## src/rtl/core/rti_pkg.sv

```systemverilog
package rti_pkg;

  localparam int FIELD_W         = 32;
  localparam int COORD_WIDTH_DEF = 32;
  localparam int CFG_IDX_W       = 3;
  localparam int MUL_LIMB        = 32;
  localparam int MUL_LAT         = 3;
  localparam int WEIGHT_BITS     = 16;

  localparam logic [WEIGHT_BITS:0] WEIGHT_ONE      = (WEIGHT_BITS+1)'(1) << WEIGHT_BITS;
  localparam logic [FIELD_W-1:0]   DIR_Z_RESET     = 32'h0001_0000;
  localparam logic [FIELD_W-1:0]   THRESHOLD_RESET = 32'h0000_0001;

  typedef enum logic [CFG_IDX_W-1:0] {
    CFG_ORIGIN_X  = 3'd0,
    CFG_ORIGIN_Y  = 3'd1,
    CFG_ORIGIN_Z  = 3'd2,
    CFG_DIR_X     = 3'd3,
    CFG_DIR_Y     = 3'd4,
    CFG_DIR_Z     = 3'd5,
    CFG_THRESHOLD = 3'd6
  } cfg_reg_t;

  typedef struct packed {
    logic signed [FIELD_W-1:0] vert_a_x;
    logic signed [FIELD_W-1:0] vert_a_y;
    logic signed [FIELD_W-1:0] vert_a_z;
    logic signed [FIELD_W-1:0] vert_b_x;
    logic signed [FIELD_W-1:0] vert_b_y;
    logic signed [FIELD_W-1:0] vert_b_z;
    logic signed [FIELD_W-1:0] vert_c_x;
    logic signed [FIELD_W-1:0] vert_c_y;
    logic signed [FIELD_W-1:0] vert_c_z;
  } rti_req_t;

  typedef struct packed {
    logic                   hit;
    logic [WEIGHT_BITS:0]   bary_u;
    logic [WEIGHT_BITS:0]   bary_v;
  } rti_rsp_t;

endpackage

```

## src/rtl/core/rti_mul.sv

```systemverilog
module rti_mul import rti_pkg::*; #(
  parameter int WA = COORD_WIDTH_DEF,
  parameter int WB = COORD_WIDTH_DEF
) (
  input  logic                    clk,
  input  logic                    en,
  input  logic signed [WA-1:0]    a,
  input  logic signed [WB-1:0]    b,
  output logic signed [WA+WB-1:0] p
);

  localparam int LW = MUL_LIMB;
  localparam int NA = (WA + LW - 1) / LW;
  localparam int NB = (WB + LW - 1) / LW;
  localparam int XA = NA * LW;
  localparam int XB = NB * LW;
  localparam int PW = WA + WB;
  localparam int AW = PW + 2 * LW + 2;

  logic signed [XA-1:0]     a_x;
  logic signed [XB-1:0]     b_x;
  logic signed [LW:0]       la [NA];
  logic signed [LW:0]       lb [NB];
  logic signed [2*LW+1:0]   pp [NA][NB];
  logic signed [AW-1:0]     row_c [NA];
  logic signed [AW-1:0]     row_r [NA];
  logic signed [AW-1:0]     acc;

  assign a_x = XA'(a);
  assign b_x = XB'(b);

  // top limb carries the sign, lower limbs are unsigned
  always_comb begin
    for (int i = 0; i < NA; i++) begin
      la[i] = {(i == NA - 1) ? a_x[XA-1] : 1'b0, a_x[i*LW +: LW]};
    end
    for (int j = 0; j < NB; j++) begin
      lb[j] = {(j == NB - 1) ? b_x[XB-1] : 1'b0, b_x[j*LW +: LW]};
    end
  end

  always_ff @(posedge clk) begin
    if (en) begin
      for (int i = 0; i < NA; i++) begin
        for (int j = 0; j < NB; j++) begin
          pp[i][j] <= la[i] * lb[j];
        end
      end
    end
  end

  always_comb begin
    for (int i = 0; i < NA; i++) begin
      row_c[i] = '0;
      for (int j = 0; j < NB; j++) begin
        row_c[i] = row_c[i] + (AW'(pp[i][j]) <<< (j * LW));
      end
    end
  end

  always_ff @(posedge clk) begin
    if (en) begin
      row_r <= row_c;
    end
  end

  always_comb begin
    acc = '0;
    for (int i = 0; i < NA; i++) begin
      acc = acc + (row_r[i] <<< (i * LW));
    end
  end

  always_ff @(posedge clk) begin
    if (en) begin
      p <= acc[PW-1:0];
    end
  end

endmodule

```

## config.mk

```make
export PLATFORM = sky130hd
export DESIGN_NAME = rti_mul
export DESIGN_NICKNAME = d
export VERILOG_FILES = /design/src/rtl/core/rti_pkg.sv /design/src/rtl/core/rti_mul.sv
export SDC_FILE = /design/constraint.sdc
export NUM_CORES = 2
export LEC_CHECK = 0
export BUFFER_PORTS_ARGS = -buffer_cell sky130_fd_sc_hd__buf_2
export CELL_PAD_IN_SITES_DETAIL_PLACEMENT = 1
export CELL_PAD_IN_SITES_GLOBAL_PLACEMENT = 2
export CORE_MARGIN = 2
export CORE_UTILIZATION = 41
export CTS_CLUSTER_SIZE = 30
export DETAILED_ROUTE_END_ITERATION = 12
export PLACE_DENSITY_LB_ADDON = 0.1
export RECOVER_POWER = 100
export SETUP_SLACK_MARGIN = 0.4
export SYNTH_ARGS = -nofsm -noshare
export SYNTH_HDL_FRONTEND = slang
export SYNTH_SLANG_ARGS = --single-unit
export TNS_END_PERCENT = 20
```

## constraint.sdc

```tcl
create_clock -name clk -period 19.8 [get_ports clk]
set_clock_uncertainty 0.05 [all_clocks]
set_input_delay 3.96 -clock clk [delete_from_list [all_inputs] [get_ports clk]]
set_output_delay 3.96 -clock clk [all_outputs]
set_load 0.005 [all_outputs]
```

# After elaboration in Yosys (flattened, before gate mapping)

Memories as Yosys holds them, arrays and structs flattened. A register that Yosys moved wholly into a read port is not among the register bits.
Index checks and enable logic that the tools add are counted.

Flip-flop bits (word level): 64
Bits in latches: 0
Memory bits (writable): 66
ROM bits: 0
Bits of input ports: 66
Output and inout port bits: 64
Word-level logic and storage cells: 5
Memories kept: 1

Add/sub/neg operators: 0
Multiply operators: 1
Div/mod/pow operators: 0
Magnitude comparators: 0
Eq/ne operators: 0
Shifts and indexed selects: 0
Multiplexer cells: 2
Bitwise gates (word level): 0
Reduce and logical (&&, ||, !) cells: 0

Memories:

| name | words | bits a word | read ports | clocked after Yosys merged registers in | wr ports | line          | text |
|---|---|---|---|---|---|---|---|
| pp   | 1     | 66          | 1          | 1                                       | 1        | rti_mul.sv:24 | `logic signed [2*LW+1:0] pp [NA][NB];` |

Operator list:

| cell                                           | count |
|---|---|
| 32-bit by 32-bit multiplier with 64-bit output | 1 |
| 1-bit two-way mux                              | 2 |

# Longest topological paths before layout

Depth after elaboration: 2
Mapped depth: 28
Gate-level depth less buffers: 26

# Worst setup path after synthesis

Ideal clock, no wire load.

Kind: input -> register
Start point: in b[2]
End point: mem pp[0][61] in the netlist's numbering (data pin)
Setup time: 0.259 ns
Data arrival time: 10.910 ns
Data required time: 19.491 ns
Setup slack: 8.581 ns
Stages on the path: 25
Path buffers: 1
Cells stage by stage: clkbuf_1 > nand2_1 > inv_1 > fa_1 > fa_1 > fa_1 > fa_1 > inv_1 > fa_1 > inv_1 > fa_1 > inv_1 > fa_1 > inv_1 > fa_1 > ha_1 > a21oi_1 > o21ai_0 > nor3b_1 > o211ai_1 > o21ai_2 > o21ai_1 > o22ai_2 > nor3_1 > a211o_1

Cells in the longest elaborated chain, start to end: 1

Ends and longest elaborated chain:

| item                                           | line          | text |
|---|---|---|
| start, declared                                | rti_mul.sv:8  | `input logic signed [WB-1:0] b,` |
| 32-bit by 32-bit multiplier with 64-bit output | rti_mul.sv:46 | `pp[i][j] <= la[i] * lb[j];` |
| end, declared                                  | rti_mul.sv:24 |  |

Every way passes these cells.

# Worst setup path in the final report

Start point: in b[0]
End point: mem pp[0][61] in the netlist's numbering (data pin)

Same word-level chain as after synthesis.

==> results.yml <==
detailed_routing:
  wl_mm: 119
  drtIter0Drc: 1045
  drc: 0
  post_drt_via_cell_ratio: 4.98
  first_pass_iters: 5
  wire_per_inst_um: 22.0
  detail-route-antenna-nets: 0
  detailroute.via_count: 26900
cts:
  cts-resized-gates: 0
  clk_path_buf_depth: 3
  cts.sinks: 192
  clk_latency_ns: 0.48
  cts_buffers: 25
  root_buffer: "clkbuf_16"
  clk_pin_slew_ns: 0.07
  htreeDepth: 4
  cts_hold_buf: 0
  cts_tree: "built"
  post_cts_buffers: 0
sta:
  fmax_mhz: 77.2
  hold_ws_ns: 0.355
  slew_violations: 228
  setup_viol: 0
  period_share: 0.654
  worst_slew_pin_slew_ns: 5.98
  rsz0062_at_grt: "false"
  slew_headroom: -2.98
  hold_viol: 0
  final.setup.tns_ns: 0
  fin_crit_ns: 12.95
die:
  die_h_um: 324
  pin_count: 130
  start_util: 0.413
  coreArea_um2: 102000
  die_area_um2: 105000
  dieWidth_um: 324
  rows: 117
logic_synthesis:
  async_reset_ff_frac: 0
  synthDistinctLibCells: 61
  synth-seq-cells: 192
  syn-cell-area_um2: 41900
  avgSynthCellArea_um2: 10.3
  syn_nets: 5394
  ys_seq_area_frac: 0.138
  yosysWarnings: 0
  synthFlopType: "edfxtp_1"
  synth-edff-count: 192
  synthCells: 4062
place:
  routabilityCongestion: 0.828
  io_buffers: 129
  placed_cells: 5363
  place.detailed.hpwl_mm: 97.6
worst_setup_path:
  cp_top_family: "adder cells"
  cp-start-kind: "input pin"
  crit_chain: "clkbuf_1, and2_0, ha_1, fa_1, fa_1, fa_1, inv_1, fa_1, inv_1, fa_1, inv_1, fa_1, inv_1, fa_1, ha_1, a21oi_1, o21ai_0, nor3b_1, o211ai_1, o21ai_0, o21ai_0, o22ai_1, nor3_1, a211o_1"
  path_buf_inv: 5
  crit_type: "in -> reg"
  crit_arrival_ns: 13.12
  worst-r2r-cell-count: 0
  worstPathRequired_ns: 19.97
  cp.depth: 24
  crit_fanout: 32
  max_stage_delay_ns: 1.15
  slowest_stage: "clkbuf_1"
  crit_path_end_kind: "flip-flop"
  crit_top_cell: "fa_1"
grt:
  antenna_found_initial: 6
  grt_overflow: 0
  grt_pass1_wl_mm: 187
  grt_pass1_vias: 31100
  grt_start_max_net_pins: 115
  grt_usage: 0.238
finish:
  final_cell_mix: "1082 x fa_1, 953 x inv_1, 526 x nand2_1"
  layout.cells.most_common: "fa_1"
  finalNonFillerCells: 5398
  final_layout_size_suffix_gt1_frac: 0.0362
  area_growth_pct: 5.37
  fin_nets: 5354
min_path:
  min_path_type: "reg -> reg"
  hold_depth: 0
outcome:
  status: "finished, violations left"
  violations: "capacitance limit, slew limit"
run:
  drv_cap: 3
==> metrics by stage <==
| step | area, µm² | utilization | setup WS [ns] |
|---|---|---|---|
| floorplan | 41900 | - | 8.58 |
| global placement | 43600 | 0.429 | 7.40 |
| detailed placement | 43600 | 0.429 | 7.26 |
| CTS | 44300 | 0.436 | 7.74 |
| global route | 44200 | 0.435 | 6.22 |
| finish | 44200 | 0.435 | 6.85 |
==> layer usage <==
metal | part of all wire | GRT usage | wire (µm)
met2 | 0.53 | 0.428 | 62400
met1 | 0.42 | 0.309 | 49900
met3 | 0.027 | 0.0250 | 3170
met5 | 0.00025 | 0 | 30
met4 | 0.027 | 0.0559 | 3170
==> synth_stat cells (9+ instances only) <==
| cell | number | area share |
|---|---|---|
| fa_1 | 1082 | 0.52 |
| inv_1 | 953 | 0.085 |
| nand2_1 | 526 | 0.047 |
| and2_1 | 513 | 0.077 |
| clkbuf_1 | 204 | 0.018 |
| edfxtp_1 | 192 | 0.14 |
| ha_1 | 184 | 0.055 |
| a21oi_1 | 69 | 0.0082 |
| nor2_1 | 53 | 0.0047 |
| xnor2_1 | 51 | 0.011 |
| a21o_1 | 23 | 0.0041 |
| o21ai_0 | 23 | 0.0027 |
| xor2_1 | 19 | 0.0040 |
| nand4_1 | 16 | 0.0024 |
| o21bai_1 | 16 | 0.0029 |
| a31oi_1 | 12 | 0.0018 |
| nand2b_1 | 9 | 0.0013 |
==> registers in the layout, summed over array words and instances (netlist names) <==
name / flops
p: 64
pp: 64
row_r: 63
row_c: 1
==> final cells by class <==
cell class                 count  area [µm²]
multi-input combinational   2701       31700
timing repair buffer         148         742
fill                       11400       57400
tap                         1368        1710
antenna                        2        5.00
sequential                   192        5770
clock inverter                 7        61.3
inverter                     954        3580
clock buffer                  26         629
==> kinds of logic (layout without fill, tap and decap cells) <==
kind of cell	Yosys count	in the layout	synth area share
xor gates and xnor gates	70	70	0.0146
muxes	1	1	0.000239
buffers and inverters	1169	1135	0.105
other	0	2	0
adders and majority gates	1266	1266	0.571
DFF	192	192	0.138
and+or+nand+nor	1157	1157	0.138
AOI/OAI and AO/OA	207	207	0.0327
==> final timing paths <==
kind | startpoint | end | slack (ns)
hold / removal | row_r[24] | p[24] | 0.35
hold reg to reg | row_r[24] | p[24] | 0.35
setup / recovery | b[0] | pp[0][61] | 6.85
setup reg to reg | pp[0][58] | row_r[58] | 19.05
Power is left out: the tool's default activity adds up to more than one toggle a clock period on the data nets, which glitch-free logic cannot reach.
