File: src/rtl/core/rti_pkg.sv
package rti_pkg;

  localparam int FIELD_W         = 32;
  localparam int COORD_WIDTH_DEF = 32;
  localparam int CFG_IDX_W       = 3;
  localparam int MUL_LIMB        = 32;
  localparam int MUL_LAT         = 3;
  localparam int WEIGHT_BITS     = 16;

  localparam logic [WEIGHT_BITS:0] WEIGHT_ONE      = (WEIGHT_BITS+1)'(1) << WEIGHT_BITS;
  localparam logic [FIELD_W-1:0]   DIR_Z_RESET     = 32'h0001_0000;
  localparam logic [FIELD_W-1:0]   THRESHOLD_RESET = 32'h0000_0001;

  typedef enum logic [CFG_IDX_W-1:0] {
    CFG_ORIGIN_X  = 3'd0,
    CFG_ORIGIN_Y  = 3'd1,
    CFG_ORIGIN_Z  = 3'd2,
    CFG_DIR_X     = 3'd3,
    CFG_DIR_Y     = 3'd4,
    CFG_DIR_Z     = 3'd5,
    CFG_THRESHOLD = 3'd6
  } cfg_reg_t;

  typedef struct packed {
    logic signed [FIELD_W-1:0] vert_a_x;
    logic signed [FIELD_W-1:0] vert_a_y;
    logic signed [FIELD_W-1:0] vert_a_z;
    logic signed [FIELD_W-1:0] vert_b_x;
    logic signed [FIELD_W-1:0] vert_b_y;
    logic signed [FIELD_W-1:0] vert_b_z;
    logic signed [FIELD_W-1:0] vert_c_x;
    logic signed [FIELD_W-1:0] vert_c_y;
    logic signed [FIELD_W-1:0] vert_c_z;
  } rti_req_t;

  typedef struct packed {
    logic                   hit;
    logic [WEIGHT_BITS:0]   bary_u;
    logic [WEIGHT_BITS:0]   bary_v;
  } rti_rsp_t;

endpackage

File: src/rtl/core/rti_div.sv
module rti_div import rti_pkg::*; #(
  parameter int RW = 2 * COORD_WIDTH_DEF
) (
  input  logic                 clk,
  input  logic                 en,
  input  logic [RW-1:0]        num,
  input  logic [RW-1:0]        den,
  output logic [WEIGHT_BITS:0] quot
);

  localparam int STEPS = WEIGHT_BITS;

  logic [RW-1:0]    a_r [0:STEPS];
  logic [RW-1:0]    b_r [0:STEPS];
  logic [STEPS-1:0] q_r [0:STEPS];
  logic             sat_r [0:STEPS];
  logic [RW-1:0]    sh [1:STEPS];
  logic             ge [1:STEPS];

  // one restoring step per stage
  always_comb begin
    for (int s = 1; s <= STEPS; s++) begin
      sh[s] = {a_r[s-1][RW-2:0], 1'b0};
      ge[s] = (sh[s] >= b_r[s-1]);
    end
  end

  always_ff @(posedge clk) begin
    if (en) begin
      a_r[0]   <= num;
      b_r[0]   <= den;
      q_r[0]   <= '0;
      sat_r[0] <= (num >= den);
      for (int s = 1; s <= STEPS; s++) begin
        a_r[s]   <= ge[s] ? (sh[s] - b_r[s-1]) : sh[s];
        b_r[s]   <= b_r[s-1];
        q_r[s]   <= {q_r[s-1][STEPS-2:0], ge[s]};
        sat_r[s] <= sat_r[s-1];
      end
    end
  end

  assign quot = sat_r[STEPS] ? WEIGHT_ONE : {1'b0, q_r[STEPS]};

endmodule

File: config.mk
export PLATFORM = sky130hd
export DESIGN_NAME = rti_div
export DESIGN_NICKNAME = d
export VERILOG_FILES = /design/src/rtl/core/rti_pkg.sv /design/src/rtl/core/rti_div.sv
export SDC_FILE = /design/constraint.sdc
export NUM_CORES = 2
export LEC_CHECK = 0
export BUFFER_PORTS_ARGS = -buffer_cell sky130_fd_sc_hd__buf_2
export CAP_MARGIN = 10
export CORE_AREA = 2 2 679 681
export DETAILED_ROUTE_END_ITERATION = 7
export DIE_AREA = 0 0 681 683
export HOLD_SLACK_MARGIN = 0.12
export PLACE_DENSITY = 0.53
export REMOVE_ABC_BUFFERS = 1
export SYNTH_ARGS = -nofsm -noshare
export SYNTH_HDL_FRONTEND = slang
export SYNTH_SLANG_ARGS = --single-unit
export TNS_END_PERCENT = 20
File: constraint.sdc
create_clock -name clk -period 5.14 [get_ports clk]
set_input_delay 1.028 -clock clk [delete_from_list [all_inputs] [get_ports clk]]
set_output_delay 1.028 -clock clk [all_outputs]
set_load 0.02 [all_outputs]
# == Word-level counts from Yosys, hierarchy flattened ==
# Memory sizes are Yosys's and may differ from the RTL's.
# Cells that the tools add are included.
# word_totals
mem_count,4
elab_cells,56
inputBits,130
register_bits,0
ramBits,2465
output_inout_bits,17
# memory_table
memory,words,word_bits,read_ports,rd_clocked_by_memory_dff,write_ports,line_no,text
a_r,17,64,16,0,17,rti_div.sv:13,logic [RW-1:0] a_r [0:STEPS];
b_r,17,64,16,0,17,rti_div.sv:14,logic [RW-1:0] b_r [0:STEPS];
q_r,17,16,17,0,17,rti_div.sv:15,logic [STEPS-1:0] q_r [0:STEPS];
sat_r,17,1,17,0,17,rti_div.sv:16,logic sat_r [0:STEPS];
# classes
add_sub_neg,16
n_lt_le_gt_ge,17
mux,19
# op_table
op,n
>= comparator 64 bit,17
two-way mux 64 bit,16
subtractor 64 bit,16
two-way mux 17 bit,1
two-way mux 1 bit,2

# == Depth between registers and ports, before layout ==
# An unclocked memory read counts as a cell.
# logic_depth
word_depth,3
ltp_mapped,18
mapped_depth_nobuf,14

# == Worst setup path after synthesis ==
# OpenSTA, ideal clock, no wires.
# synth_path
path_type,register to register
start,memory a_r[0][256] (netlist name)
end,memory a_r[0][321] (netlist name) (data pin)
n_path_buf,2
required_time_ns,4.880
setup_slack_ns,1.422
stages_incl_launch_ff,15
setup_time_ns,0.260
arrival_time_ns,3.458
synth_period_minus_slack_ns,3.718
path_cell_list,edfxtp_1 fa_1 a21o_1 a21oi_1 o21bai_1 a21oi_2 o21ai_1 a21oi_1 o221ai_1 a2111oi_0 o31a_1 o21a_1 buf_2 buf_4 mux2_2
# synth_lines
item,line_no
"start, declared",rti_div.sv:13

==> summary.md <==
| Metric | Value |
|---|---|
| Placeable Area | 458,300 µm² |
| Achievable Freq | 208.2 MHz |
| Fraction of final layout cells sized beyond drive strength 1 | 0.08041 |
| Setup CP Type | flip-flop to flip-flop |
| Relative max-transition margin | 0.3011 |
| Tightest Pin Transition | 1042 ps |
| Most common cell after layout, fill and taps aside | sky130_fd_sc_hd__edfxtp_1 |
| Count of hold-fix buffers inserted at cts | 0 |
| Number of H-tree branching levels | 5 |
| Series of cell instances along the critical path | inv_1 -> ha_1 -> nand4_1 -> nor3_1 -> o21ai_0 -> o21ai_1 -> o311a_1 -> nor3b_2 -> a21oi_1 -> nor2_1 -> o41ai_1 -> a221o_4 -> mux2_2 |
| Worst hold stages | 1 |
| Fraction of the mapped netlist area in compound gates | 0.1800 |
| FF-to-FF path depth | 13 |
| Commonest cells after routing, fill and taps aside | 2,185 x sky130_fd_sc_hd__edfxtp_1, 1,430 x sky130_fd_sc_hd__a21oi_1, 1,369 x sky130_fd_sc_hd__inv_1, 1,087 x sky130_fd_sc_hd__ha_1, 952 x sky130_fd_sc_hd__nand2_1 |
| Multiplexer share of the synthesized area | 0.02353 |
| Count of nets after finishing | 14,777 |
| Post-Route Utilization | 0.3361 |
| Post-synthesis instance total | 13,422 |
| Basic-gate share of the synthesized area counting and, or, nand and nor cells | 0.1061 |
| Setup repair after global routing missed its margin | false |
| Antenna violations before repair | 2 |
| Hold_sp | den[49] |
| Final period util | 0.9346 |
| Standby leakage power | 63.98 nW |
| Total Die Area | 465,100 µm² |
| Worst flop-to-flop path endpoint | a_r[0][394] |
| Average vias per placed instance | 4.823 |
| R2R setup slack | 340 ps |
| Min cycle time layout | 4804 ps |
| Total standard cell area after synthesis | 136,900 µm² |
| Critical Path Slowest Stage Cell | sky130_fd_sc_hd__a221o_4 |
| Cell family with most CP delay | compound AO/OA/AOI/OAI gates |
| Number of max-slew violations in the final report | 0 |
| Clock skew after layout | 33.09 ps |
| Number of register bits inferred by synthesis | 2,185 |
| Post-CTS setup buffer count | 0 |
| Max IR drop VDD | 0.3519 mV |
| Average instance area after synthesis | 10.20 µm² |
| Remaining antenna violation count | 0 |
| Clk pin slew, worst setup/hold paths | 60 ps |
| Outcome | complete, no violations |
| Count of buffers inserted at the top-level ports | 146 |
| Number of clock sinks | 2,185 |
| Number of enable-type register cells in the synthesized netlist | 2,185 |
| Number of iterations in the first detailed-routing pass | 7 |
| Pin count of the biggest net entering global routing | 165 |
| Largest family of logic cells by synthesized area | compound AO/OA/AOI/OAI gates |
| Number of buffers created by CTS | 264 |
| Remaining global-route overflow | 0 |
| Post-CTS sizing | 0 |
| Vertical die dimension | 683 µm |
| Critical Path Fanout Max | 65 |
| Startpoint types | flip-flop |
| Final wirelength | 338.0 mm |
| Average wire per standard cell | 16.99 µm |
| Number of distinct library cells after synthesis | 98 |
| Clock latency at the later pin of the worst-skew pair | 880 ps |
| Total setup violations reported at the end of the flow | 0 |
| RR Startpoint | b_r[0][331] |
| Buffers from clock root to sink, at most | 4 |
| Number of DRC violations after detailed-routing iteration 0 | 5,645 |
| Count of buffer and inverter cells on the critical path | 1 |
| Horiz. Die Dim | 681 µm |
| Crit. End Element | flip-flop |
| Cell at the root of the clock tree | sky130_fd_sc_hd__clkbuf_16 |
| DRC errors left | 0 |
| Xor/xnor share of the synthesized area | 0.05642 |
| Number of warnings issued by yosys | 0 |
| Power per cell area | 594.9 nW/µm² |
| Peak per-stage delay on the critical path | 840 ps |
| Critical path data required time | 5760 ps |
| Area Growth Syn to Fin | 12.51% |
| Clock tree from TritonCTS | yes |
| GPL Wtd Cong | 0.9217 |
| Fraction of the mapped netlist area in adder cells | 0.1015 |
| Total number of vias | 95,939 |
| Dominant synthesized flop cell | sky130_fd_sc_hd__edfxtp_1 |
| Worst hold path type | primary input to flip-flop |
| Max Cap Viol | 0 |
| Starting density of the core | 0.2987 |
| Overall Global Routing Usage | 0.1422 |
| Hold violation count in the final report | 0 |
| Async S/R FF share, synth | 0 |
| Rows | 249 |
| Number of I/O pins | 147 |
| First-pass GRT wire length | 534.7 mm |
| Worst endpoint data arrival time | 5430 ps |
| Sequential fraction of the synthesis area | 0.4792 |
| Overall power after layout | 91.64 mW |
| Hold worst-path end | b_r[0][49] |
| Vias in the first global route | 97,659 |
| Detailed-placement wirelength estimate | 265.7 mm |
state kept, by name, indices dropped and copies added, names as in the netlist:
signal / flops
a_r: 1008
q_r: 136
b_r: 1024
sat_r: 17
cells by family after synthesis:
kind of cell | count (synthesis)
AO/OA/AOI/OAI | 4000
XOR/XNOR | 882
flip-flops | 2185
buffers and inverters | 1891
AND/OR/NAND/NOR | 3075
adder cells (fa/ha/maj) | 1102
multiplexers | 287
worst max-delay path by stage:
stage | cells after the start | slack (ps) | to | from
floorplan | 10 | -4580 | q_r[0][48] | a_r[0][129]
CTS | 13 | 310 | a_r[0][394] | b_r[0][331]
global route | 14 | 50 | a_r[0][404] | a_r[0][331]
finish | 13 | 340 | a_r[0][394] | b_r[0][331]
detailed placement | 13 | 300 | a_r[0][394] | b_r[0][331]
global placement | 12 | 360 | a_r[0][385] | a_r[0][331]
cell type report:
class | instances | area (µm²)
timing repair buffer | 378 | 2950
inverter | 1370 | 5142
clock inverter | 138 | 1350
multi-input combinational | 9346 | 64190
sequential | 2185 | 65610
fill | 46634 | 304300
clock buffer | 325 | 7091
tap | 6149 | 7694
antenna | 2 | 5.005
cells in the mapped netlist (all sizes together) (89+ instances only):
cell,n,area share
inv,1370,0.038
nand3,168,0.0061
xor2,361,0.023
edfxtp,2185,0.48
ha,1087,0.099
o21ai,890,0.033
nor2,868,0.024
buf,104,0.0041
o21a,89,0.0049
a31oi,110,0.0050
a21o,745,0.041
o21bai,206,0.011
nand4,306,0.014
a21oi,1435,0.053
nand2b,119,0.0054
nor3,143,0.0053
mux2,279,0.023
nand2,952,0.026
and3,91,0.0042
xnor2,521,0.033
clkbuf,417,0.011
nor2b,169,0.0077
through the flow:
step	std cells	cell area [µm²]	setup TNS [ps]	setup slack [ps]	hold slack [ps]
3_5_place_dp	19427	145600	0	304.2	404.5
2_1_floorplan	12901	134800	-1130840	-4585	400.3
6_report	19893	154000	0	336.3	356.6
4_1_cts	19890	154000	0	311.8	253.9
5_1_grt	19893	154000	0	48.63	287.5
3_3_place_gp	19427	145600	0	363.9	400.9
power by group:
group          internal, mW  switching, mW  total, mW
combinational          18.5           25.9       44.3
clock                  11.0           7.44       18.5
sequential             26.1           2.76       28.8
routing by layer:
layer / routed length (µm) / up-vias / GRT usage
met5: 0 / - / 0
li1: - / 49026 / -
met3: 9272 / 689 / 0.01396
met4: 15450 / 0 / 0.06094
met2: 159400 / 1651 / 0.2471
met1: 153900 / 44573 / 0.1796
(Power assumes the default switching activity.)
