--- src/rtl/core/rti_pkg.sv ---
package rti_pkg;

  localparam int FIELD_W         = 32;
  localparam int COORD_WIDTH_DEF = 32;
  localparam int CFG_IDX_W       = 3;
  localparam int MUL_LIMB        = 32;
  localparam int MUL_LAT         = 3;
  localparam int WEIGHT_BITS     = 16;

  localparam logic [WEIGHT_BITS:0] WEIGHT_ONE      = (WEIGHT_BITS+1)'(1) << WEIGHT_BITS;
  localparam logic [FIELD_W-1:0]   DIR_Z_RESET     = 32'h0001_0000;
  localparam logic [FIELD_W-1:0]   THRESHOLD_RESET = 32'h0000_0001;

  typedef enum logic [CFG_IDX_W-1:0] {
    CFG_ORIGIN_X  = 3'd0,
    CFG_ORIGIN_Y  = 3'd1,
    CFG_ORIGIN_Z  = 3'd2,
    CFG_DIR_X     = 3'd3,
    CFG_DIR_Y     = 3'd4,
    CFG_DIR_Z     = 3'd5,
    CFG_THRESHOLD = 3'd6
  } cfg_reg_t;

  typedef struct packed {
    logic signed [FIELD_W-1:0] vert_a_x;
    logic signed [FIELD_W-1:0] vert_a_y;
    logic signed [FIELD_W-1:0] vert_a_z;
    logic signed [FIELD_W-1:0] vert_b_x;
    logic signed [FIELD_W-1:0] vert_b_y;
    logic signed [FIELD_W-1:0] vert_b_z;
    logic signed [FIELD_W-1:0] vert_c_x;
    logic signed [FIELD_W-1:0] vert_c_y;
    logic signed [FIELD_W-1:0] vert_c_z;
  } rti_req_t;

  typedef struct packed {
    logic                   hit;
    logic [WEIGHT_BITS:0]   bary_u;
    logic [WEIGHT_BITS:0]   bary_v;
  } rti_rsp_t;

endpackage

--- src/rtl/core/rti_delay.sv ---
module rti_delay import rti_pkg::*; #(
  parameter int W     = COORD_WIDTH_DEF,
  parameter int DEPTH = MUL_LAT
) (
  input  logic         clk,
  input  logic         en,
  input  logic [W-1:0] d,
  output logic [W-1:0] q
);

  logic [W-1:0] line [DEPTH];

  always_ff @(posedge clk) begin
    if (en) begin
      line[0] <= d;
      for (int i = 1; i < DEPTH; i++) begin
        line[i] <= line[i-1];
      end
    end
  end

  assign q = line[DEPTH-1];

endmodule

--- config.mk ---
export PLATFORM = sky130hd
export DESIGN_NAME = rti_delay
export DESIGN_NICKNAME = d
export VERILOG_FILES = /design/src/rtl/core/rti_pkg.sv /design/src/rtl/core/rti_delay.sv
export SDC_FILE = /design/constraint.sdc
export NUM_CORES = 1
export LEC_CHECK = 0
export ABC_AREA = 1
export BUFFER_PORTS_ARGS = -buffer_cell sky130_fd_sc_hd__buf_2
export CORE_UTILIZATION = 57
export CTS_CLUSTER_DIAMETER = 150
export DETAILED_ROUTE_END_ITERATION = 8
export PLACE_DENSITY = 0.85
export SYNTH_ARGS = -nofsm -noshare
export SYNTH_HDL_FRONTEND = slang
export SYNTH_SLANG_ARGS = --single-unit
--- constraint.sdc ---
create_clock -name clk -period 0.9 [get_ports clk]
set_input_delay 0.09 -clock clk [delete_from_list [all_inputs] [get_ports clk]]
set_output_delay 0.09 -clock clk [all_outputs]
set_load 0.03 [all_outputs]
# Word-level counts from Yosys, hierarchy flattened
# Memory sizes are Yosys's and may differ from the RTL's.
# Cells that the tools add are included.
[totals]
reg_bits = 0
ramBits = 96
inputBits = 34
output_inout_bits = 32
wordCells = 3
n_memories = 1
[mem_list]
columns = ["name", "depth", "width", "rd", "rd_clocked_by_memory_dff", "write_ports", "line_no", "source"]
rows = [
  ["line", 3, 32, 3, 0, 3, "rti_delay.sv:11", "logic [W-1:0] line [DEPTH];"],
]
[classes]
muxes = 2
[ops]
columns = ["operator", "n"]
rows = [
  ["$mux W1", 2],
]

# Logic depth before layout (Yosys ltp)
# Gate-level depths: netlist (run 1).
[depth]
word_depth = 2
ltp_mapped = 1
mapped_depth_nobuf = 0

# Least setup slack after synthesis (run 1)
# OpenSTA, ideal clock, no wires.
[synth_timing]
path_type = "reg-to-output"
from = "memory line[0][64] in the netlist's numbering"
to = "output port q[0]"
t_arrival_ns = 0.501
required_time_ns = 0.810
path_slack_ns = 0.309
stages_incl_launch_ff = 2
n_path_buf = 1
path_cell_list = "edfxtp_1 buf_4"
[synth_rtl]
columns = ["item", "line_no", "source"]
rows = [
  ["start, declared", "rti_delay.sv:11", ""],
  ["end, declared", "rti_delay.sv:8", "output logic [W-1:0] q"],
]

==> results of run 1 <==
worst paths after layout:
check	from	to	slack, ns
min reg2reg	line[0][32]$_DFFE_PP_	line[0][64]$_DFFE_PP_	0.42
max reg2reg	line[0][14]$_DFFE_PP_	line[0][46]$_DFFE_PP_	0.24
max	line[0][95]$_DFFE_PP_	q[31]	-0.09
min	en	line[0][61]$_DFFE_PP_	0.23
layer usage:
layer  vias up  part of all wire (%)
met5         -                     0
met4         0                   3.6
met3        12                   4.1
met2        56                    54
met1       619                    39
li1        612                     -
synthesized netlist by cell type:
cell type | n | share of area, %
sky130_fd_sc_hd__buf_4 | 32 | 7.7
sky130_fd_sc_hd__edfxtp_1 | 96 | 92
where the power goes:
part	total [W]	internal, W	leakage [nW]	switching, W
clock	0.00279	0.00151	0.0992	0.00128
sequential	0.00538	0.00528	0.940	0.000101
combinational	0.000658	0.000322	0.486	0.000336
cell usage in the layout (no fill, tap or decap):
cell type,n
sky130_fd_sc_hd__buf_12,3
sky130_fd_sc_hd__buf_2,32
sky130_fd_sc_hd__buf_4,1
sky130_fd_sc_hd__buf_6,32
sky130_fd_sc_hd__bufinv_16,2
sky130_fd_sc_hd__clkbuf_8,9
sky130_fd_sc_hd__clkinv_1,4
sky130_fd_sc_hd__dlygate4sd3_1,32
sky130_fd_sc_hd__edfxtp_1,96
what timing repair did:
| item | in CTS | in global routing |
|---|---|---|
| gates resized for setup | 64 | 0 |
| hold endpoints to repair | 32 | 0 |
| endpoints found under the setup margin | 32 | 32 |
| hold buffers | 32 | 0 |
stage by stage:
step	hold slack, ns	cell area (sq um)	std cells	total power [W]	setup WS (ns)
floorplan	0.189	3120	128	0.00572	0.309
global placement	0.266	3360	234	0.00586	0.137
detailed placement	0.268	3360	234	0.00590	0.125
CTS	0.216	4080	281	0.00884	-0.117
global route	0.220	4080	281	0.00910	-0.133
finish	0.229	4080	281	0.00883	-0.0935
kinds of logic after synthesis:
kind of cell | Yosys count | share of synthesized area [%]
DFF | 96 | 92.3
buffers and inverters | 32 | 7.69
area by class of cell:
type	count	area, sq um	share of cell area, %
clock buffers	9	124	3.04
repair buffers	100	908	22.3
well taps	70	87.6	2.15
clock inverters	6	75.1	1.84
flip-flops and latches	96	2880	70.7
==> results list, run 1 <==
- The worst pin sits at a relative slew slack of 87.3%.
- Slowest stage delay, CP: 0.41 ns
- Portion of the post-synthesis area used by sequential elements: 92.3%
- The detail route stage leaves a number of antenna-violating nets equal to 0.
- Largest buffer count on any clock path: 2
- The final layout contains routed wiring with a total length of 4430 um.
- After filler insertion, the fill cell instance count of the layout stands at 262.
* Layout overhead on the synthesized area: 30.6%
- STA classifies the critical path endpoint as an output port.
- The routed layout has 1299 vias.
* Slowest stage cell on the critical path: sky130_fd_sc_hd__edfxtp_1
* Areal power density over the cells: 2170 nW/um^2
- Setup violations remaining at the end of the flow were counted as 32.
* Number of clock buffers inserted by TritonCTS: 9
- DR vias/cell: 4.62
* Standard-cell rows: 26
- Clock tree from TritonCTS: built
- I/O pins: 66
- At the end of routability-driven placement, the weighted congestion stood at 0.720.
- For the worst flop-to-flop path, the logic depth is 0.
- Across the VDD grid, the largest voltage drop is 0.00251 V.
- Among cell families on the critical path, the largest total delay comes from flip-flops.
* Violations in the final reports: negative setup slack
* Initial core utilization: 60.0%
- Maximum number of pins on one net before global-route repair: 37
- The first global-routing pass estimated 6680 um of wire.
- In the routed design, unresolved DRC markers number 0.
* Largest fanout on the critical path: 1
- In this run the vertical extent of the chip is 76.0 um.
- Top register by number of flip-flops: line
- Data on the critical path is required at its endpoint by 0.81 ns.
* Drt wl/cell: 15.8 um
- In the global route stage, met2 resource usage came out at 28.9%.
- In this run the number of cells on the critical path is 1.
* Fraction of layout instances using a drive strength above 1: 37.4%
- Fmax: 1010 MHz
- Actual slew at the worst max-slew pin: 0.190 ns
* Multi-input gate area in the final layout: 0 sq um
- Number of multi-input logic gates: 0
- Clock-pin slew of the registers on the worst-case setup and hold paths: 0.09 ns
* Clock Skews: 0.00892 ns
* Post-Syn Area per Cell: 24.4 sq um
- The number of antenna violations at the first check in global routing came to 0.
- The clock tree synthesis step divided the H-tree into 3 levels.
* Cell leakage power: 1.52 nW
- RSZ-0062 raised after global routing: yes
- Insertion delay to the later sink of the worst-skew pair: 0.33 ns
* Flip-flop count of the largest register after layout: 96
- Met1 GRT Util: 17.7%
- The floorplan step defined a die boundary enclosing 5780 sq um.
- Number of global-route vias before repair: 1383
* Setup TNS: -1.92 ns
* Hold Fails Final Rpt: 0
* Crit start category: flop
- During synthesis, Yosys emitted a total of 0 warnings.
* Post-Synthesis Cell Area: 3120 sq um
- The final critical path takes up 110% of the cycle.
* Core region area: 5200 sq um
- Post-layout worst setup margin: -0.0935 ns
- Biggest registers after layout: line x96
- Root Driver: sky130_fd_sc_hd__clkbuf_8
- Hold path depth: 2
- The global routing stage identified its most utilized layer as met2.
* Finished Core Util: 78.3%
* Arrival time of the worst setup path: 0.90 ns
* Width of the chip: 76.0 um
- Together, buffers and inverters on the worst path number 1.
- Net Count, Synth: 162
- In this run the tool buffered the top-level ports with 65 buffer cells.
- Worst min-delay path category: input pin to flop
- Number of detailed-routing iterations run before antenna repair: 4
- Antenna cell count: 0
- The flow ran to the end, but the final reports show violations.
- Walking the worst path, the cells encountered are buf_6.
- After synthesis, the netlist uses 2 different library cells.
- Final #Nets: 241
- Summed over all layers, the global routing overflow is 0.
- Crit Path Class: flop to output port
- Total of max-cap violations: 0
- Synthesized instance count: 128
- The detailed router finished its first iteration with 88 violations.
- Final-report max-slew violation count: 0
- Overall global routing resource usage: 16.6%
- Flip-flop and latch count after synthesis: 96
- The tree built by TritonCTS fans out to 96 sinks.
- The worst path in the final design needs a cycle of 0.993 ns, including I/O delays and setup.
- Global routing consumed, on the met3 layer, 4.55% of the routing resources.
- Number of buffers inserted by post-CTS setup repair: 0
(Power assumes the default switching activity.)
==> run 2, diff against run 1 <==
--- a/config.mk
+++ b/config.mk
@@ -7,10 +7,12 @@
 export LEC_CHECK = 0
 export ABC_AREA = 1
 export BUFFER_PORTS_ARGS = -buffer_cell sky130_fd_sc_hd__buf_2
+export CAP_MARGIN = 25
 export CORE_UTILIZATION = 57
 export CTS_CLUSTER_DIAMETER = 150
 export DETAILED_ROUTE_END_ITERATION = 8
-export PLACE_DENSITY = 0.85
+export PLACE_DENSITY = 0.83
+export SETUP_SLACK_MARGIN = 0.05
 export SYNTH_ARGS = -nofsm -noshare
 export SYNTH_HDL_FRONTEND = slang
 export SYNTH_SLANG_ARGS = --single-unit
==> results list, run 2 (synthesis results as in run 1) <==
- Status: complete, but fails checks
- Violations in the final reports: negative setup slack
* Slowest stage cell on the critical path: sky130_fd_sc_hd__edfxtp_1
- The layout has 271 filler cells.
- Multi-input gate area in the final layout: 0 sq um
- The critical path in this run is classified as flop to output port.
- The top cell types in the final layout, fill and taps aside, are sky130_fd_sc_hd__edfxtp_1, sky130_fd_sc_hd__dlygate4sd3_1, sky130_fd_sc_hd__buf_2, sky130_fd_sc_hd__buf_6, sky130_fd_sc_hd__clkbuf_8.
- Largest fanout on the critical path: 1
- Share of power burned in combinational logic: 7.8%
* Cell leakage power: 1.53 nW
- Height of the die: 76.0 um
- Setup repair after global routing could not meet its margin everywhere.
- CTS H-tree depth: 3
- Together, buffers and inverters on the worst path number 1.
- Placed instance area: 3390 sq um
* Actual slew at the worst max-slew pin: 0.143 ns
- On the critical path the largest part of the delay comes from flip-flops.
* Top register by number of flip-flops: line
* Standard-cell rows: 26
* Clock tree from TritonCTS: built
* Number of antenna violations at the first check in global routing: 0
- Of the total power, registers draw 62.3%.
- The tool flagged a number of max-cap violations equal to 0.
- The total overflow left after global routing is 0.
- Net switching power figure: 0.00176 W
- Remaining design rule violation count: 0
* Arrival time of the worst setup path: 0.92 ns
- Buffers inserted during clock tree synthesis total 9.
- In this run the horizontal extent of the chip is 76.0 um.
* Final setup violating endpoints: 32
- Number of sinks driven by the clock tree: 96
* Weighted congestion at the end of routability-driven global placement: 0.663
- Clock-pin slew of the registers on the worst-case setup and hold paths: 0.08 ns
* Antenna cell count: 0
- Layout overhead on the synthesized area: 30.8%
- STA classifies the critical path startpoint as a flop.
- Multi-input combinational cells in the finished layout were counted as 0.
- In the routed layout, each cell is associated on average with a via count of 4.70.
- On the worst path, the slowest cell contributes a delay of 0.41 ns.
- Wire length of the first global-routing pass: 6840 um
* Number of global-route vias before repair: 1403
- Final hold analysis gives a worst-case slack of 0.210 ns.
- For this configuration, the core starts out at a cell density of 60.0%.
- After layout, the design draws a total of 0.00863 W.
* Clock power share: 29.9%
* Detail Placement HPWL: 2300 um
- Cell internal power was estimated by the tool at 0.00687 W.
- The core region is 5200 sq um.
* Largest buffer count on any clock path: 2
- At the placement stage, the worst setup path has a slack of 0.132 ns.
* Root Driver: sky130_fd_sc_hd__clkbuf_8
* Routed WL: 4390 um
* Most common cell after layout, fill and taps aside: sky130_fd_sc_hd__edfxtp_1
- Total via count after detailed routing: 1336
- The number of failing hold endpoints at the final stage came to 0.
* Drt wl/cell: 15.5 um
- Number of antenna-violating nets in the routed design: 0
- In this run the tightest slew margin relative to its limit is 90.5%.
- The smallest clock period supported by the final layout is computed as 1.01 ns.
- Worst min-delay path category: input pin to flop
- Traced cell by cell, the critical path runs through buf_6.
* Areal power density over the cells: 2110 nW/um^2
* Data required time at the worst endpoint: 0.81 ns
- Final clock period utilization by the worst path: 112%
- Of the cells placed in the final design, the portion with a size suffix greater than 1 is 38.3%.
* Final #Nets: 243
- Setup slack on the critical path of the routed design comes to -0.105 ns.
- The first TritonRoute pass finished after 4 iterations.
- The clock arrives with 0.00910 ns of skew.
* Die Footprint: 5780 sq um
- The final-report max-slew violation count is 0.
- Overall global routing resource usage: 17.2%
- Of the total power, the share spent switching nets is 20.4%.
- Fmax: 995 MHz
- Peak ir drop on the vdd network: 0.00152 V
- Maximum number of pins on one net before global-route repair: 27
- Port buffer count: 65
* Biggest registers after layout: line x96
- Iteration-0 DRC count of the detailed router: 79
* Flip-flop count of the largest register after layout: 96
- Type of destination of the critical path: output port
- Clock latency on the worst-skew pair, taken at its later pin, is 0.35 ns.
- 66 I/O pins were placed.
- Final instance area: 4090 sq um
-- run 2: what timing repair did --
item | in CTS | in global routing
buffers inserted | 0 | 0
endpoints found under the setup margin | 32 | 32
hold buffers | 32 | 0
gates resized for setup | 64 | 0
hold endpoints to repair | 32 | 0
-- run 2: per-stage QoR --
step	utilization, %	TNS, ns	instances
floorplan	-	0	128
global placement	65.0	0	236
detailed placement	65.0	0	236
CTS	78.5	-2.70	284
global route	78.5	-3.51	284
finish	78.5	-2.26	284
-- run 2: final cells by class --
class	instances	area, sq um	area share [%]
Sequential cell	96	2880	70.6
Timing Repair Buffer	102	936	22.9
Clock buffer	11	131	3.22
Tap cell	70	87.6	2.14
Clock inverter	5	47.5	1.16
-- run 2: per-layer routing --
| metal | wire (um) | vias up | global-route usage [%] | share of wire [%] |
|---|---|---|---|---|
| li1 | - | 618 | - | - |
| met1 | 1520 | 656 | 16.8 | 35 |
| met2 | 2540 | 46 | 31.2 | 58 |
| met3 | 150 | 16 | 3.95 | 3.4 |
| met4 | 187 | 0 | 13.1 | 4.3 |
| met5 | 0 | - | 0 | 0 |
-- run 2: power by group through the flow --
stage	Combinational (W)	Clock, W	Sequential, W
2_1_floorplan	0.000297	0	0.00543
3_3_place_gp	0.000445	0	0.00542
3_5_place_dp	0.000460	0	0.00545
4_1_cts	0.000665	0.00259	0.00537
5_1_grt	0.000705	0.00282	0.00540
6_report	0.000674	0.00258	0.00538
-- run 2: final timing paths --
check,startpoint,endpoint,slack (ns),cells after the start
worst min-delay path,en,line[0][40]$_DFFE_PP_,0.21,2
worst max register to register,line[0][35]$_DFFE_PP_,line[0][67]$_DFFE_PP_,0.24,0
worst min register to register,line[0][47]$_DFFE_PP_,line[0][79]$_DFFE_PP_,0.42,0
worst max-delay path,line[0][89]$_DFFE_PP_,q[25],-0.11,1
==> run 3, diff against run 2 <==
--- a/config.mk
+++ b/config.mk
@@ -8,11 +8,12 @@
 export ABC_AREA = 1
 export BUFFER_PORTS_ARGS = -buffer_cell sky130_fd_sc_hd__buf_2
 export CAP_MARGIN = 25
-export CORE_UTILIZATION = 57
+export CORE_UTILIZATION = 53
 export CTS_CLUSTER_DIAMETER = 150
 export DETAILED_ROUTE_END_ITERATION = 8
-export PLACE_DENSITY = 0.83
+export PLACE_DENSITY = 0.78
 export SETUP_SLACK_MARGIN = 0.05
+export SKIP_CTS_REPAIR_TIMING = 1
 export SYNTH_ARGS = -nofsm -noshare
 export SYNTH_HDL_FRONTEND = slang
 export SYNTH_SLANG_ARGS = --single-unit
==> constraint.sdc (replaced) <==
create_clock -name clk -period 0.99 [get_ports clk]
set_input_delay 0.099 -clock clk [delete_from_list [all_inputs] [get_ports clk]]
set_output_delay 0.099 -clock clk [all_outputs]
set_load 0.03 [all_outputs]
==> results list, run 3 (synthesis results as in run 1) <==
- Die Footprint: 6200 sq um
* Peak ir drop on the vdd network: 0.00118 V
- In this run, CTS created clock tree buffers numbering 9.
* Biggest registers after layout: line x96
* Core region area: 5610 sq um
- Multi-input combinational cells in the finished layout were counted as 0.
- Detail Placement HPWL: 2340 um
* Crit Path Class: flop to output port
* Cell count of the worst reg-to-reg path: 0
- The congestion estimate from routability-driven global placement came to 0.606.
- The floorplan step set the die height to 78.8 um.
- Routed WL: 4010 um
* Finished Core Util: 72.5%
* Fmax: 976 MHz
* Arrival time of the worst setup path: 0.93 ns
- The run finished, with violations left.
- Commonest non-fill, non-tap cells in the layout: sky130_fd_sc_hd__edfxtp_1, sky130_fd_sc_hd__dlygate4sd3_1, sky130_fd_sc_hd__buf_2
- STA classifies the critical path startpoint as a flop.
- Counting both buffers and inverters, the worst setup path holds a total of 1.
- The worst register-to-register path ends at line[0][91]$_DFFE_PP_.
- Clock Skews: 0.00639 ns
* RSZ-0062 raised after global routing: yes
* Number of antenna violations at the first check in global routing: 0
* Clock-pin slew of the registers on the worst-case setup and hold paths: 0.09 ns
- Crit Reg-Reg Startpoint: line[0][59]$_DFFE_PP_
- Iteration-0 DRC count of the detailed router: 70
* Non-filler instance count after layout: 285
* Total power consumption of the routed design: 0.00782 W
- Final setup violating endpoints: 8
* Flip-flop count of the largest register after layout: 96
* Maximum number of pins on one net before global-route repair: 30
- The multi-input combinational cells in the finished layout cover a total of 0 sq um.
* Layout overhead on the synthesized area: 30.2%
* DR vias/cell: 4.56
* Final #Nets: 242
* Overall global routing resource usage: 12.5%
- Largest fanout on the critical path: 1
- At the placement stage, the worst setup path has a slack of 0.151 ns.
- Data required time at the worst endpoint: 0.89 ns
* Fraction of layout instances using a drive strength above 1: 39.0%
* Cell leakage power: 1.52 nW
* Initial core utilization: 55.7%
- Counting instances, the worst hold path has a depth of 1.
- Slowest stage delay, CP: 0.42 ns
- After detailed routing, the average wire length per cell comes to 14.1 um.
* Wire length of the first global-routing pass: 5290 um
* Layout filler cell count: 329
* Number of sinks driven by the clock tree: 96
- More flip-flops sit in one register than any other, and that register is line.
- Critical path cell sequence: buf_6
- Hold Path Sink: line[0][15]$_DFFE_PP_
- Port buffer count: 65
- Worst-case headroom to the max-slew limit: 88.3%
- Total via count after detailed routing: 1301
- For this design the top-level I/O count stands at 66.
- Antenna cell count: 0
- Family of cells with the greatest summed delay on the critical path: flip-flops
* Final global-route overflow total: 0
* Beginning of the worst hold path: en
- The initialized floorplan defines 27 standard-cell rows.
- For the pin with the worst max-slew slack, the measured transition is 0.176 ns.
- TritonCTS built the clock tree.
- Areal power density over the cells: 1920 nW/um^2
* Hold Fails Final Rpt: 0
- Number of global-route vias before repair: 1133
- Largest buffer count on any clock path: 2
- The final-report max-slew violation count was 0.
- Clock latency on the worst-skew pair, taken at its later pin, is 0.34 ns.
* CTS H-tree depth: 3
* Root Driver: sky130_fd_sc_hd__clkbuf_8
* Setup TNS: -0.0899 ns
* Width of the chip: 78.8 um
- The setup check on the worst reg-to-reg path leaves a slack of 0.34 ns.
* Most common cell after layout, fill and taps aside: sky130_fd_sc_hd__edfxtp_1
* Slowest stage cell on the critical path: sky130_fd_sc_hd__edfxtp_1
* Violations in the final reports: negative setup slack
- Final clock period utilization by the worst path: 103%
* Number of detailed-routing iterations run before antenna repair: 4
- Min Clock Period, post-route: 1.02 ns
- The worst setup path is captured at an output port.
* Cell count after placement: 237
- Number of antenna-violating nets in the routed design: 0
* Post-layout worst setup margin: -0.0342 ns
- For this run, design rule violations remaining after detail routing come to 0.
* Worst min-delay path category: input pin to flop
- Total of max-cap violations: 0
-- run 3: area by class of cell --
| type | instances | area, sq um | area share (%) |
|---|---|---|---|
| clock inverters | 7 | 62.6 | 1.54 |
| well taps | 72 | 90.1 | 2.21 |
| clock buffers | 9 | 124 | 3.05 |
| repair buffers | 101 | 908 | 22.3 |
| flip-flops and latches | 96 | 2880 | 70.9 |
-- run 3: report_power, final --
part | internal [W] | switching, W | leakage, nW
Combinational | 0.000291 | 0.000299 | 0.488
Sequential | 0.00480 | 0.0000831 | 0.940
Clock | 0.00114 | 0.00121 | 0.0901
-- run 3: how the worst max path moves through the flow --
stage,from,end,slack [ns],cells after the start
detailed placement,en,line[0][93]$_DFFE_PP_,0.15,2
global route,line[0][71]$_DFFE_PP_,q[7],-0.07,1
global placement,en,line[0][75]$_DFFE_PP_,0.18,2
finish,line[0][87]$_DFFE_PP_,q[23],-0.03,1
floorplan,line[0][64]$_DFFE_PP_,q[0],0.39,1
CTS,line[0][71]$_DFFE_PP_,q[7],-0.05,1
-- run 3: per-layer routing --
| metal | GRT usage [%] | wire length, um |
|---|---|---|
| met4 | 9.44 | 187 |
| met2 | 21.0 | 2180 |
| met3 | 3.91 | 174 |
| met5 | 0 | 0 |
| met1 | 13.2 | 1460 |
-- run 3: through the flow --
step                cell area, sq um  hold WS (ns)
floorplan                       3120         0.198
global placement                3370         0.275
detailed placement              3370         0.277
CTS                             3550       -0.0971
global route                    4070        0.0884
finish                          4070        0.0993
